===== src/rtl/core/utf8_stream_decoder_defines.svh =====
// Assertion macros shared by the UTF-8 stream decoder RTL.
// No dependencies; take in by `include before the module that asserts.
`ifndef UTF8_STREAM_DECODER_DEFINES_SVH
`define UTF8_STREAM_DECODER_DEFINES_SVH

// Same-cycle implication, checked out of reset.
`define U8DEC_ASSERT_NOW(label, clk_s, rstn_s, ante, cons, msg) \
  label: assert property (@(posedge clk_s) disable iff (!rstn_s) (ante) |-> (cons)) \
    else $error(msg);

// Next-cycle implication, checked out of reset.
`define U8DEC_ASSERT_NEXT(label, clk_s, rstn_s, ante, cons, msg) \
  label: assert property (@(posedge clk_s) disable iff (!rstn_s) (ante) |=> (cons)) \
    else $error(msg);

`endif


===== src/rtl/core/u8dec_pkg.sv =====
// Types, constants and result builders for the UTF-8 stream decoder.
// No dependencies; imported by utf8_stream_decoder.
package u8dec_pkg;

  localparam int unsigned CP_W      = 21;
  localparam int unsigned LEN_W     = 3;
  localparam int unsigned OUT_DEPTH = 4;

  localparam logic [CP_W-1:0] CP_REPLACEMENT = 21'h00fffd;
  localparam logic [CP_W-1:0] MIN_LEN2       = 21'h000080;
  localparam logic [CP_W-1:0] MIN_LEN3       = 21'h000800;
  localparam logic [CP_W-1:0] MIN_LEN4       = 21'h010000;

  localparam logic [LEN_W-1:0] LEN_ONE   = 3'd1;
  localparam logic [LEN_W-1:0] LEN_TWO   = 3'd2;
  localparam logic [LEN_W-1:0] LEN_THREE = 3'd3;
  localparam logic [LEN_W-1:0] LEN_FOUR  = 3'd4;

  // Register indexes on the config port
  localparam logic REG_CHECK_OVERLONG = 1'b0;
  localparam logic REG_SUBSTITUTE     = 1'b1;

  typedef enum logic [1:0] {
    KIND_VALID    = 2'd0,
    KIND_BAD      = 2'd1,
    KIND_OVERLONG = 2'd2
  } kind_t;

  typedef struct packed {
    logic [CP_W-1:0]  code_point;
    kind_t            error_kind;
    logic [LEN_W-1:0] seq_bytes;
    logic             text_done;
    logic             run_last;
  } res_t;

  function automatic res_t make_ok(input logic [CP_W-1:0] cp, input logic [LEN_W-1:0] len);
    res_t r;
    r.code_point = cp;
    r.error_kind = KIND_VALID;
    r.seq_bytes  = len;
    r.text_done  = 1'b0;
    r.run_last   = 1'b0;
    return r;
  endfunction

  function automatic res_t make_err(input kind_t kind, input logic [LEN_W-1:0] len,
                                    input logic subst);
    res_t r;
    r.code_point = subst ? CP_REPLACEMENT : '0;
    r.error_kind = kind;
    r.seq_bytes  = len;
    r.text_done  = 1'b0;
    r.run_last   = 1'b0;
    return r;
  endfunction

  // Smallest value a sequence of this length may legally carry
  function automatic logic [CP_W-1:0] min_value(input logic [LEN_W-1:0] len);
    logic [CP_W-1:0] v;
    v = (len == LEN_TWO) ? MIN_LEN2 : (len == LEN_THREE) ? MIN_LEN3 : MIN_LEN4;
    return v;
  endfunction

endpackage


===== src/rtl/core/utf8_stream_decoder.sv =====
// UTF-8 stream decoder top level: byte decode, sequence state and result queue.
// Depends on u8dec_pkg and utf8_stream_decoder_defines.svh.
//
//   channel | dir | tdata                          | tuser                     | tlast
//   in_     | in  | [7:0] byte_in                  | -                         | end_of_text
//   out_    | out | [20:0] code_point, [23:21] len | [1:0] error_kind, [2] run | text_done
//   cfg_    | in  | cfg_addr: register index, cfg_data: value; always ready
//
// One input word is taken per clock; decode is a single shallow pass from the
// accepted byte and the sequence state straight into a 4-entry result queue.
// A byte yields up to two results, so in_tready needs two free queue slots.
// The out_ side drains one result per clock; back-pressure there fills the
// queue and then holds in_tready low. Reset (rst_n low, synchronous) empties
// the queue, clears both config bits and returns to start of text.
`include "utf8_stream_decoder_defines.svh"

module utf8_stream_decoder
  import u8dec_pkg::*;
(
  input  logic        clk,
  input  logic        rst_n,
  // input stream
  input  logic        in_tvalid,
  output logic        in_tready,
  input  logic [7:0]  in_tdata,   // [7:0] byte_in
  input  logic        in_tlast,   // end_of_text
  // result stream
  output logic        out_tvalid,
  input  logic        out_tready,
  output logic [23:0] out_tdata,  // [20:0] code_point, [23:21] seq_bytes
  output logic [2:0]  out_tuser,  // [1:0] error_kind, [2] run_last
  output logic        out_tlast,  // text_done
  // configuration writes
  input  logic        cfg_valid,
  output logic        cfg_ready,
  input  logic        cfg_addr,
  input  logic        cfg_data
);

  localparam int unsigned PTR_W = $clog2(OUT_DEPTH);
  localparam int unsigned CNT_W = $clog2(OUT_DEPTH + 1);
  localparam logic [CNT_W-1:0] ROOM_LIMIT = CNT_W'(OUT_DEPTH - 2);

  // configuration
  logic chk_overlong_r;
  logic subst_r;

  // sequence state
  logic [1:0]       pend_r, pend_nxt;
  logic [CP_W-1:0]  part_r, part_nxt;
  logic [LEN_W-1:0] len_r, len_nxt;
  logic             start_r, start_nxt;

  // result queue
  res_t             queue_r [OUT_DEPTH];
  logic [PTR_W-1:0] wr_ptr_r, rd_ptr_r;
  logic [CNT_W-1:0] cnt_r, cnt_nxt;

  logic in_fire, out_fire;
  logic [7:0] byte_in;
  logic eot;

  // byte classes
  logic is_ascii, is_cont, is_lead, is_invalid;
  logic [LEN_W-1:0] lead_len;
  logic [CP_W-1:0]  lead_bits;
  logic             first_flag;
  logic             fr_valid;
  res_t             fr;

  logic             run_fresh;
  logic [CP_W-1:0]  part_cat;
  logic [1:0]       push_n;
  res_t             res_a, res_b;

  assign byte_in  = in_tdata;
  assign eot      = in_tlast;
  assign in_tready = (cnt_r <= ROOM_LIMIT);
  assign in_fire  = in_tvalid & in_tready;
  assign out_tvalid = (cnt_r != '0);
  assign out_fire = out_tvalid & out_tready;
  assign cfg_ready = 1'b1;

  // Head of the queue drives the result port
  assign out_tdata = {queue_r[rd_ptr_r].seq_bytes, queue_r[rd_ptr_r].code_point};
  assign out_tuser = {queue_r[rd_ptr_r].run_last, queue_r[rd_ptr_r].error_kind};
  assign out_tlast = queue_r[rd_ptr_r].text_done;

  // Classify the byte as it would be seen at the start of a character
  always_comb begin
    is_ascii   = ~byte_in[7];
    is_cont    = (byte_in[7:6] == 2'b10);
    lead_len   = LEN_ONE;
    lead_bits  = '0;
    is_lead    = 1'b1;
    if (byte_in[7:5] == 3'b110) begin
      lead_len  = LEN_TWO;
      lead_bits = CP_W'(byte_in[4:0]);
    end else if (byte_in[7:4] == 4'b1110) begin
      lead_len  = LEN_THREE;
      lead_bits = CP_W'(byte_in[3:0]);
    end else if (byte_in[7:3] == 5'b11110) begin
      lead_len  = LEN_FOUR;
      lead_bits = CP_W'(byte_in[2:0]);
    end else begin
      is_lead = 1'b0;
    end
    is_invalid = ~is_ascii & ~is_cont & ~is_lead;
  end

  // Result of a byte taken fresh. A stray continuation only reports at the
  // very start of a text; a lead with end of text is a truncated sequence.
  assign first_flag = (pend_r == 2'd0) & start_r;
  always_comb begin
    fr_valid = is_ascii | (is_cont & first_flag) | is_invalid | (is_lead & eot);
    if (is_ascii) begin
      fr = make_ok(CP_W'(byte_in), LEN_ONE);
    end else if (is_lead) begin
      fr = make_err(KIND_BAD, lead_len, subst_r);
    end else begin
      fr = make_err(KIND_BAD, LEN_ONE, subst_r);
    end
  end

  assign part_cat = {part_r[CP_W-7:0], byte_in[5:0]};

  // Sequence tracking and result assembly
  always_comb begin
    res_a     = '0;
    res_b     = '0;
    push_n    = 2'd0;
    pend_nxt  = pend_r;
    part_nxt  = part_r;
    len_nxt   = len_r;
    start_nxt = 1'b0;
    run_fresh = 1'b0;

    if (pend_r != 2'd0) begin
      if (is_cont) begin
        if (pend_r == 2'd1) begin
          // last continuation: close the character
          if (chk_overlong_r && (part_cat < min_value(len_r))) begin
            res_a = make_err(KIND_OVERLONG, len_r, subst_r);
          end else begin
            res_a = make_ok(part_cat, len_r);
          end
          push_n   = 2'd1;
          pend_nxt = 2'd0;
          part_nxt = '0;
          len_nxt  = LEN_ONE;
        end else begin
          pend_nxt = pend_r - 2'd1;
          part_nxt = part_cat;
          if (eot) begin
            res_a  = make_err(KIND_BAD, len_r, subst_r);
            push_n = 2'd1;
          end
        end
      end else begin
        // interrupted sequence: report it, then decode this byte afresh
        res_a     = make_err(KIND_BAD, len_r, subst_r);
        push_n    = 2'd1;
        pend_nxt  = 2'd0;
        part_nxt  = '0;
        len_nxt   = LEN_ONE;
        run_fresh = 1'b1;
      end
    end else begin
      run_fresh = 1'b1;
    end

    if (run_fresh && fr_valid) begin
      if (push_n == 2'd0) begin
        res_a = fr;
      end else begin
        res_b = fr;
      end
      push_n = push_n + 2'd1;
    end
    if (run_fresh && is_lead && !eot) begin
      pend_nxt = 2'(lead_len - LEN_ONE);
      part_nxt = lead_bits;
      len_nxt  = lead_len;
    end

    // end of text returns to the start condition
    if (eot) begin
      pend_nxt  = 2'd0;
      part_nxt  = '0;
      len_nxt   = LEN_ONE;
      start_nxt = 1'b1;
    end

    // tag the last result of this byte
    if (push_n == 2'd1) begin
      res_a.run_last  = 1'b1;
      res_a.text_done = eot;
    end else if (push_n == 2'd2) begin
      res_b.run_last  = 1'b1;
      res_b.text_done = eot;
    end
  end

  always_comb begin
    cnt_nxt = cnt_r;
    if (in_fire) begin
      cnt_nxt = cnt_nxt + CNT_W'(push_n);
    end
    if (out_fire) begin
      cnt_nxt = cnt_nxt - CNT_W'(1);
    end
  end

  // control state
  always_ff @(posedge clk) begin
    if (!rst_n) begin
      chk_overlong_r <= 1'b0;
      subst_r        <= 1'b0;
      pend_r         <= 2'd0;
      part_r         <= '0;
      len_r          <= LEN_ONE;
      start_r        <= 1'b1;
      wr_ptr_r       <= '0;
      rd_ptr_r       <= '0;
      cnt_r          <= '0;
    end else begin
      if (cfg_valid && cfg_ready) begin
        unique case (cfg_addr)
          REG_CHECK_OVERLONG: chk_overlong_r <= cfg_data;
          REG_SUBSTITUTE:     subst_r        <= cfg_data;
        endcase
      end
      if (in_fire) begin
        pend_r   <= pend_nxt;
        part_r   <= part_nxt;
        len_r    <= len_nxt;
        start_r  <= start_nxt;
        wr_ptr_r <= wr_ptr_r + PTR_W'(push_n);
      end
      if (out_fire) begin
        rd_ptr_r <= rd_ptr_r + PTR_W'(1);
      end
      cnt_r <= cnt_nxt;
    end
  end

  // queue payload, no reset
  always_ff @(posedge clk) begin
    if (in_fire && (push_n != 2'd0)) begin
      queue_r[wr_ptr_r] <= res_a;
    end
    if (in_fire && (push_n == 2'd2)) begin
      queue_r[wr_ptr_r + PTR_W'(1)] <= res_b;
    end
  end

  // Queue never overfills
  `U8DEC_ASSERT_NOW(a_queue_bound, clk, rst_n, 1'b1, cnt_r <= CNT_W'(OUT_DEPTH),
                    "result queue overflow")
  // An interrupted sequence always leaves a result behind
  `U8DEC_ASSERT_NEXT(a_interrupt_reports, clk, rst_n,
                     in_fire && (pend_r != 2'd0) && !is_cont, out_tvalid,
                     "interrupted sequence gave no result")
  // End of text always returns to the start condition
  `U8DEC_ASSERT_NEXT(a_eot_clears, clk, rst_n, in_fire && in_tlast,
                     (pend_r == 2'd0) && start_r, "end of text left a sequence pending")
  // A lead byte mid-text opens a sequence
  `U8DEC_ASSERT_NEXT(a_lead_opens, clk, rst_n,
                     in_fire && !in_tlast && (pend_r == 2'd0) && is_lead, pend_r != 2'd0,
                     "lead byte did not open a sequence")

endmodule


===== config.mk =====
export PLATFORM = sky130hd
export DESIGN_NAME = utf8_stream_decoder
export DESIGN_NICKNAME = d
export VERILOG_FILES = /design/src/rtl/core/u8dec_pkg.sv /design/src/rtl/core/utf8_stream_decoder.sv
export VERILOG_INCLUDE_DIRS = /design/src /design/src/rtl/core
export SDC_FILE = /design/constraint.sdc
export NUM_CORES = 1
export LEC_CHECK = 0
export BUFFER_PORTS_ARGS = -buffer_cell sky130_fd_sc_hd__buf_4
export CAP_MARGIN = 10
export CORE_MARGIN = 2
export CORE_UTILIZATION = 29
export CTS_CLUSTER_SIZE = 20
export DETAILED_ROUTE_END_ITERATION = 16
export HOLD_SLACK_MARGIN = 0.03
export PLACE_DENSITY_LB_ADDON = 0.2
export SLEW_MARGIN = 20
export SYNTH_ARGS = -nofsm -noshare
export SYNTH_HDL_FRONTEND = slang
export SYNTH_SLANG_ARGS = --single-unit
export TNS_END_PERCENT = 1

===== constraint.sdc =====
create_clock -name clk -period 3.3 [get_ports clk]
set_input_delay 0.33 -clock clk [delete_from_list [all_inputs] [get_ports clk]]
set_output_delay 0.33 -clock clk [all_outputs]
set_load 0.01 [all_outputs]

==> impl_metrics.ini <==
[critical_path]
worstSetupPathType = register to register
reg2reg_setup_slack_ns = 0.24
required_ns = 3.57
cp_max_fo = 15
critPathArrivalTime_ns = 3.33
startpoint = pend_r[0]$_SDFFE_PN0P_
crit_end = queue_r[0][19]$_DFFE_PP_
rr_startpoint = pend_r[0]$_SDFFE_PN0P_
critPathLaunchType = register
cp-end-kind = register
reg2regPathDepth = 14
worstReg2RegEnd = queue_r[0][19]$_DFFE_PP_

[global_route]
busiest_layer = met2
grt_use_met1_pct = 22.5
grt_pass1_vias = 5513
gr-total-overflow = 0
grt_util_all_layers_pct = 16.5
antenna_found_initial = 0
use_met3_pct = 3.64
grtUsageMet2_pct = 26.2
grt_pass1_wl_mm = 32.3
grt_max_degree = 32

[sta]
maxSlewViolCount = 0
clock.fmax_mhz = 327
fin_worst_skew_ns = 0.00823
setup_viol = 0
fin_tns_setup_ns = 0
fin_crit_ns = 3.06
hold_violations = 0
slew_headroom_pct = 43.2
rsz0062_at_grt = no
period_share_pct = 92.7
worst_pin_slew_ns = 0.851

[die]
die_h_um = 161
rows = 57
start_util_pct = 29.4
die_w_um = 161
core_mm2 = 0.0242
ioPinCount = 47
dieArea_mm2 = 0.0258

[finish]
finalNonFillerCells = 1015
syn_to_final_growth_pct = 19.5
final_core_util_pct = 35.1
final_area_mm2 = 0.00849
antenna_cells = 0
fillerInstances = 2386
drive_above_1_share_pct = 23.2
final_nets = 705

[synthesis]
ys.flop_type = edfxtp_1
synth_nets = 655
yosysWarnings = 0
synthArstFlopShare_pct = 0
synth_enable_flop_cells = 88
ys_top_cells_by_count = edfxtp_1 (88), nor2_1 (71), dfxtp_1 (56)
synth_area_leader_cell = edfxtp_1
synth_area_mm2 = 0.00711
yosysUniqueCellTypes = 59
yosysSeqAreaShare_pct = 53.0
synth_area_leaders = edfxtp_1 (37%), dfxtp_1 (16%), mux4_2 (8.9%)
yosysMostFrequentCell = edfxtp_1
synth_top_area_share_pct = 37.2
syn_area_per_cell_um2 = 11.3
syn_inst = 628
ys_seq_elements = 144

[worst_hold_path]
hold_path_class = primary input to register

[run]
maxCapViolations = 0

[drt]
vias = 5407
drc = 0
via_per_inst = 5.33
ant_nets = 0
drt_pass1_iterations = 5
wl_mm = 20.7
avgRoutedWirePerCell_um = 20.4
drt-initial-drc-count = 394

[cts]
cts_tree = built
cts_max_level = 4
cts_root_buffer = clkbuf_16
cts.sinks = 144
numCtsBuffers = 17
cts.hold.buffers_added = 0
clk_path_buf_depth = 2
path_clk_slew_ns = 0.06
clk-insertion-delay-late_ns = 0.42

[pwr]
ir_drop_mv = 0.249
power_density_mw_per_mm2 = 689
p_leak_nw = 2.96

[place]
portBuffers = 45
hpwl_mm = 14.9
gp_congestion = 0.859
placed_cell_area_mm2 = 0.00787
place_inst = 983

[run_status]
outcome = finished, final reports clean
-- power by group --
part           switching [W]  internal [W]
Combinational       0.000860      0.000721
Sequential          0.000122       0.00213
Clock               0.000754       0.00126
-- metrics by stage --
step | total power, W | hold slack [ns] | worst slack (ns)
2_1_floorplan | 0.00323 | 0.420 | 0.0789
3_3_place_gp | 0.00386 | 0.434 | 0.238
3_5_place_dp | 0.00389 | 0.443 | 0.193
4_1_cts | 0.00591 | 0.165 | 0.250
5_1_grt | 0.00612 | 0.189 | 0.0112
6_report | 0.00585 | 0.174 | 0.242
-- cell families (layout without fill, tap and decap cells) --
logic type      Yosys count  in the layout  synth area share, %
compound gates          169            169                 16.6
xor+xnor                  5              5                0.616
fa+ha+maj                11             11                 2.04
buf+inv                  51            114                 3.06
flops                   144            144                 53.0
mux                      32             32                 9.47
other cells               1              1               0.0528
simple gates            215            215                 15.2
-- critical path, stage by stage (launching register included) --
cell	delay, ns
dfxtp_1	0.33
inv_1	0.06
ha_1	0.24
nand2_1	0.07
nand2_1	0.20
nand2_1	0.11
inv_1	0.09
ha_1	0.18
nor2b_1	0.26
nand4_1	0.16
and2_1	0.24
o22ai_4	0.47
a21oi_1	0.18
buf_4	0.20
nor2_1	0.10
-- worst min path at each step --
stage | start | end | slack (ns) | cells after the start
finish | cfg_data | chk_overlong_r$_SDFFE_PN0P_ | 0.17 | 3
global route | cfg_data | subst_r$_SDFFE_PN0P_ | 0.19 | 3
CTS | cfg_data | chk_overlong_r$_SDFFE_PN0P_ | 0.17 | 3
detailed placement | queue_r[1][6]$_SDFFE_PP0P_ | queue_r[1][6]$_SDFFE_PP0P_ | 0.44 | 2
global placement | queue_r[1][6]$_SDFFE_PP0P_ | queue_r[1][6]$_SDFFE_PP0P_ | 0.43 | 2
floorplan | queue_r[2][6]$_SDFFE_PP0P_ | queue_r[2][6]$_SDFFE_PP0P_ | 0.42 | 2
-- flip-flops by register name, indices dropped and copies added, names as in the netlist, named ones only --
register and flops:
queue_r 112, part_r 15, cnt_r 3, len_r 3, pend_r 2, rd_ptr_r 2
wr_ptr_r 2, chk_overlong_r 1, start_r 1, subst_r 1
-- routing by layer --
layer | up-vias | wire length [µm]
met4 | 0 | 354
met3 | 26 | 1220
met2 | 190 | 9590
met5 | - | 0
met1 | 2714 | 9540
li1 | 2477 | -
-- layout make-up --
cell class              count  area (µm²)  area share [%]
well taps                 324         405            4.77
multi-input cells         433        3130            36.8
flip-flops and latches    144        3760            44.3
repair buffers             69         531            6.25
clock inverters            15         193            2.27
inverters                  13        48.8           0.575
clock buffers              17         425            5.01
-- what timing repair did --
item | CTS | global route
setup endpoints to repair | 0 | 12
setup buffers | 0 | 0
resized for setup | 0 | 1
-- cell usage in the layout, fill, tap and decap left out, types with 3 or more instances in the layout --
cell        n
nor3_1      9
nand2b_1    8
clkbuf_16  17
or3_1       5
dfxtp_1    55
nand4_1     3
a211oi_2    5
nor2b_1    26
inv_1      12
a21boi_0    6
and3_1      5
clkinv_1    3
clkinv_4    3
a32o_1      5
o22ai_1    39
xnor2_1     4
a22o_1     15
a21oi_2     6
a21oi_1    28
o21ai_0    22
a22oi_1    15
buf_4      68
nand2_1    41
nor2_1     71
o21a_1      8
bufinv_16   4
edfxtp_1   88
ha_1       10
and2_1     12
mux4_2     28
o211ai_1    8
or2_2       8
nand3_1    13
(Power assumes the default switching activity.)
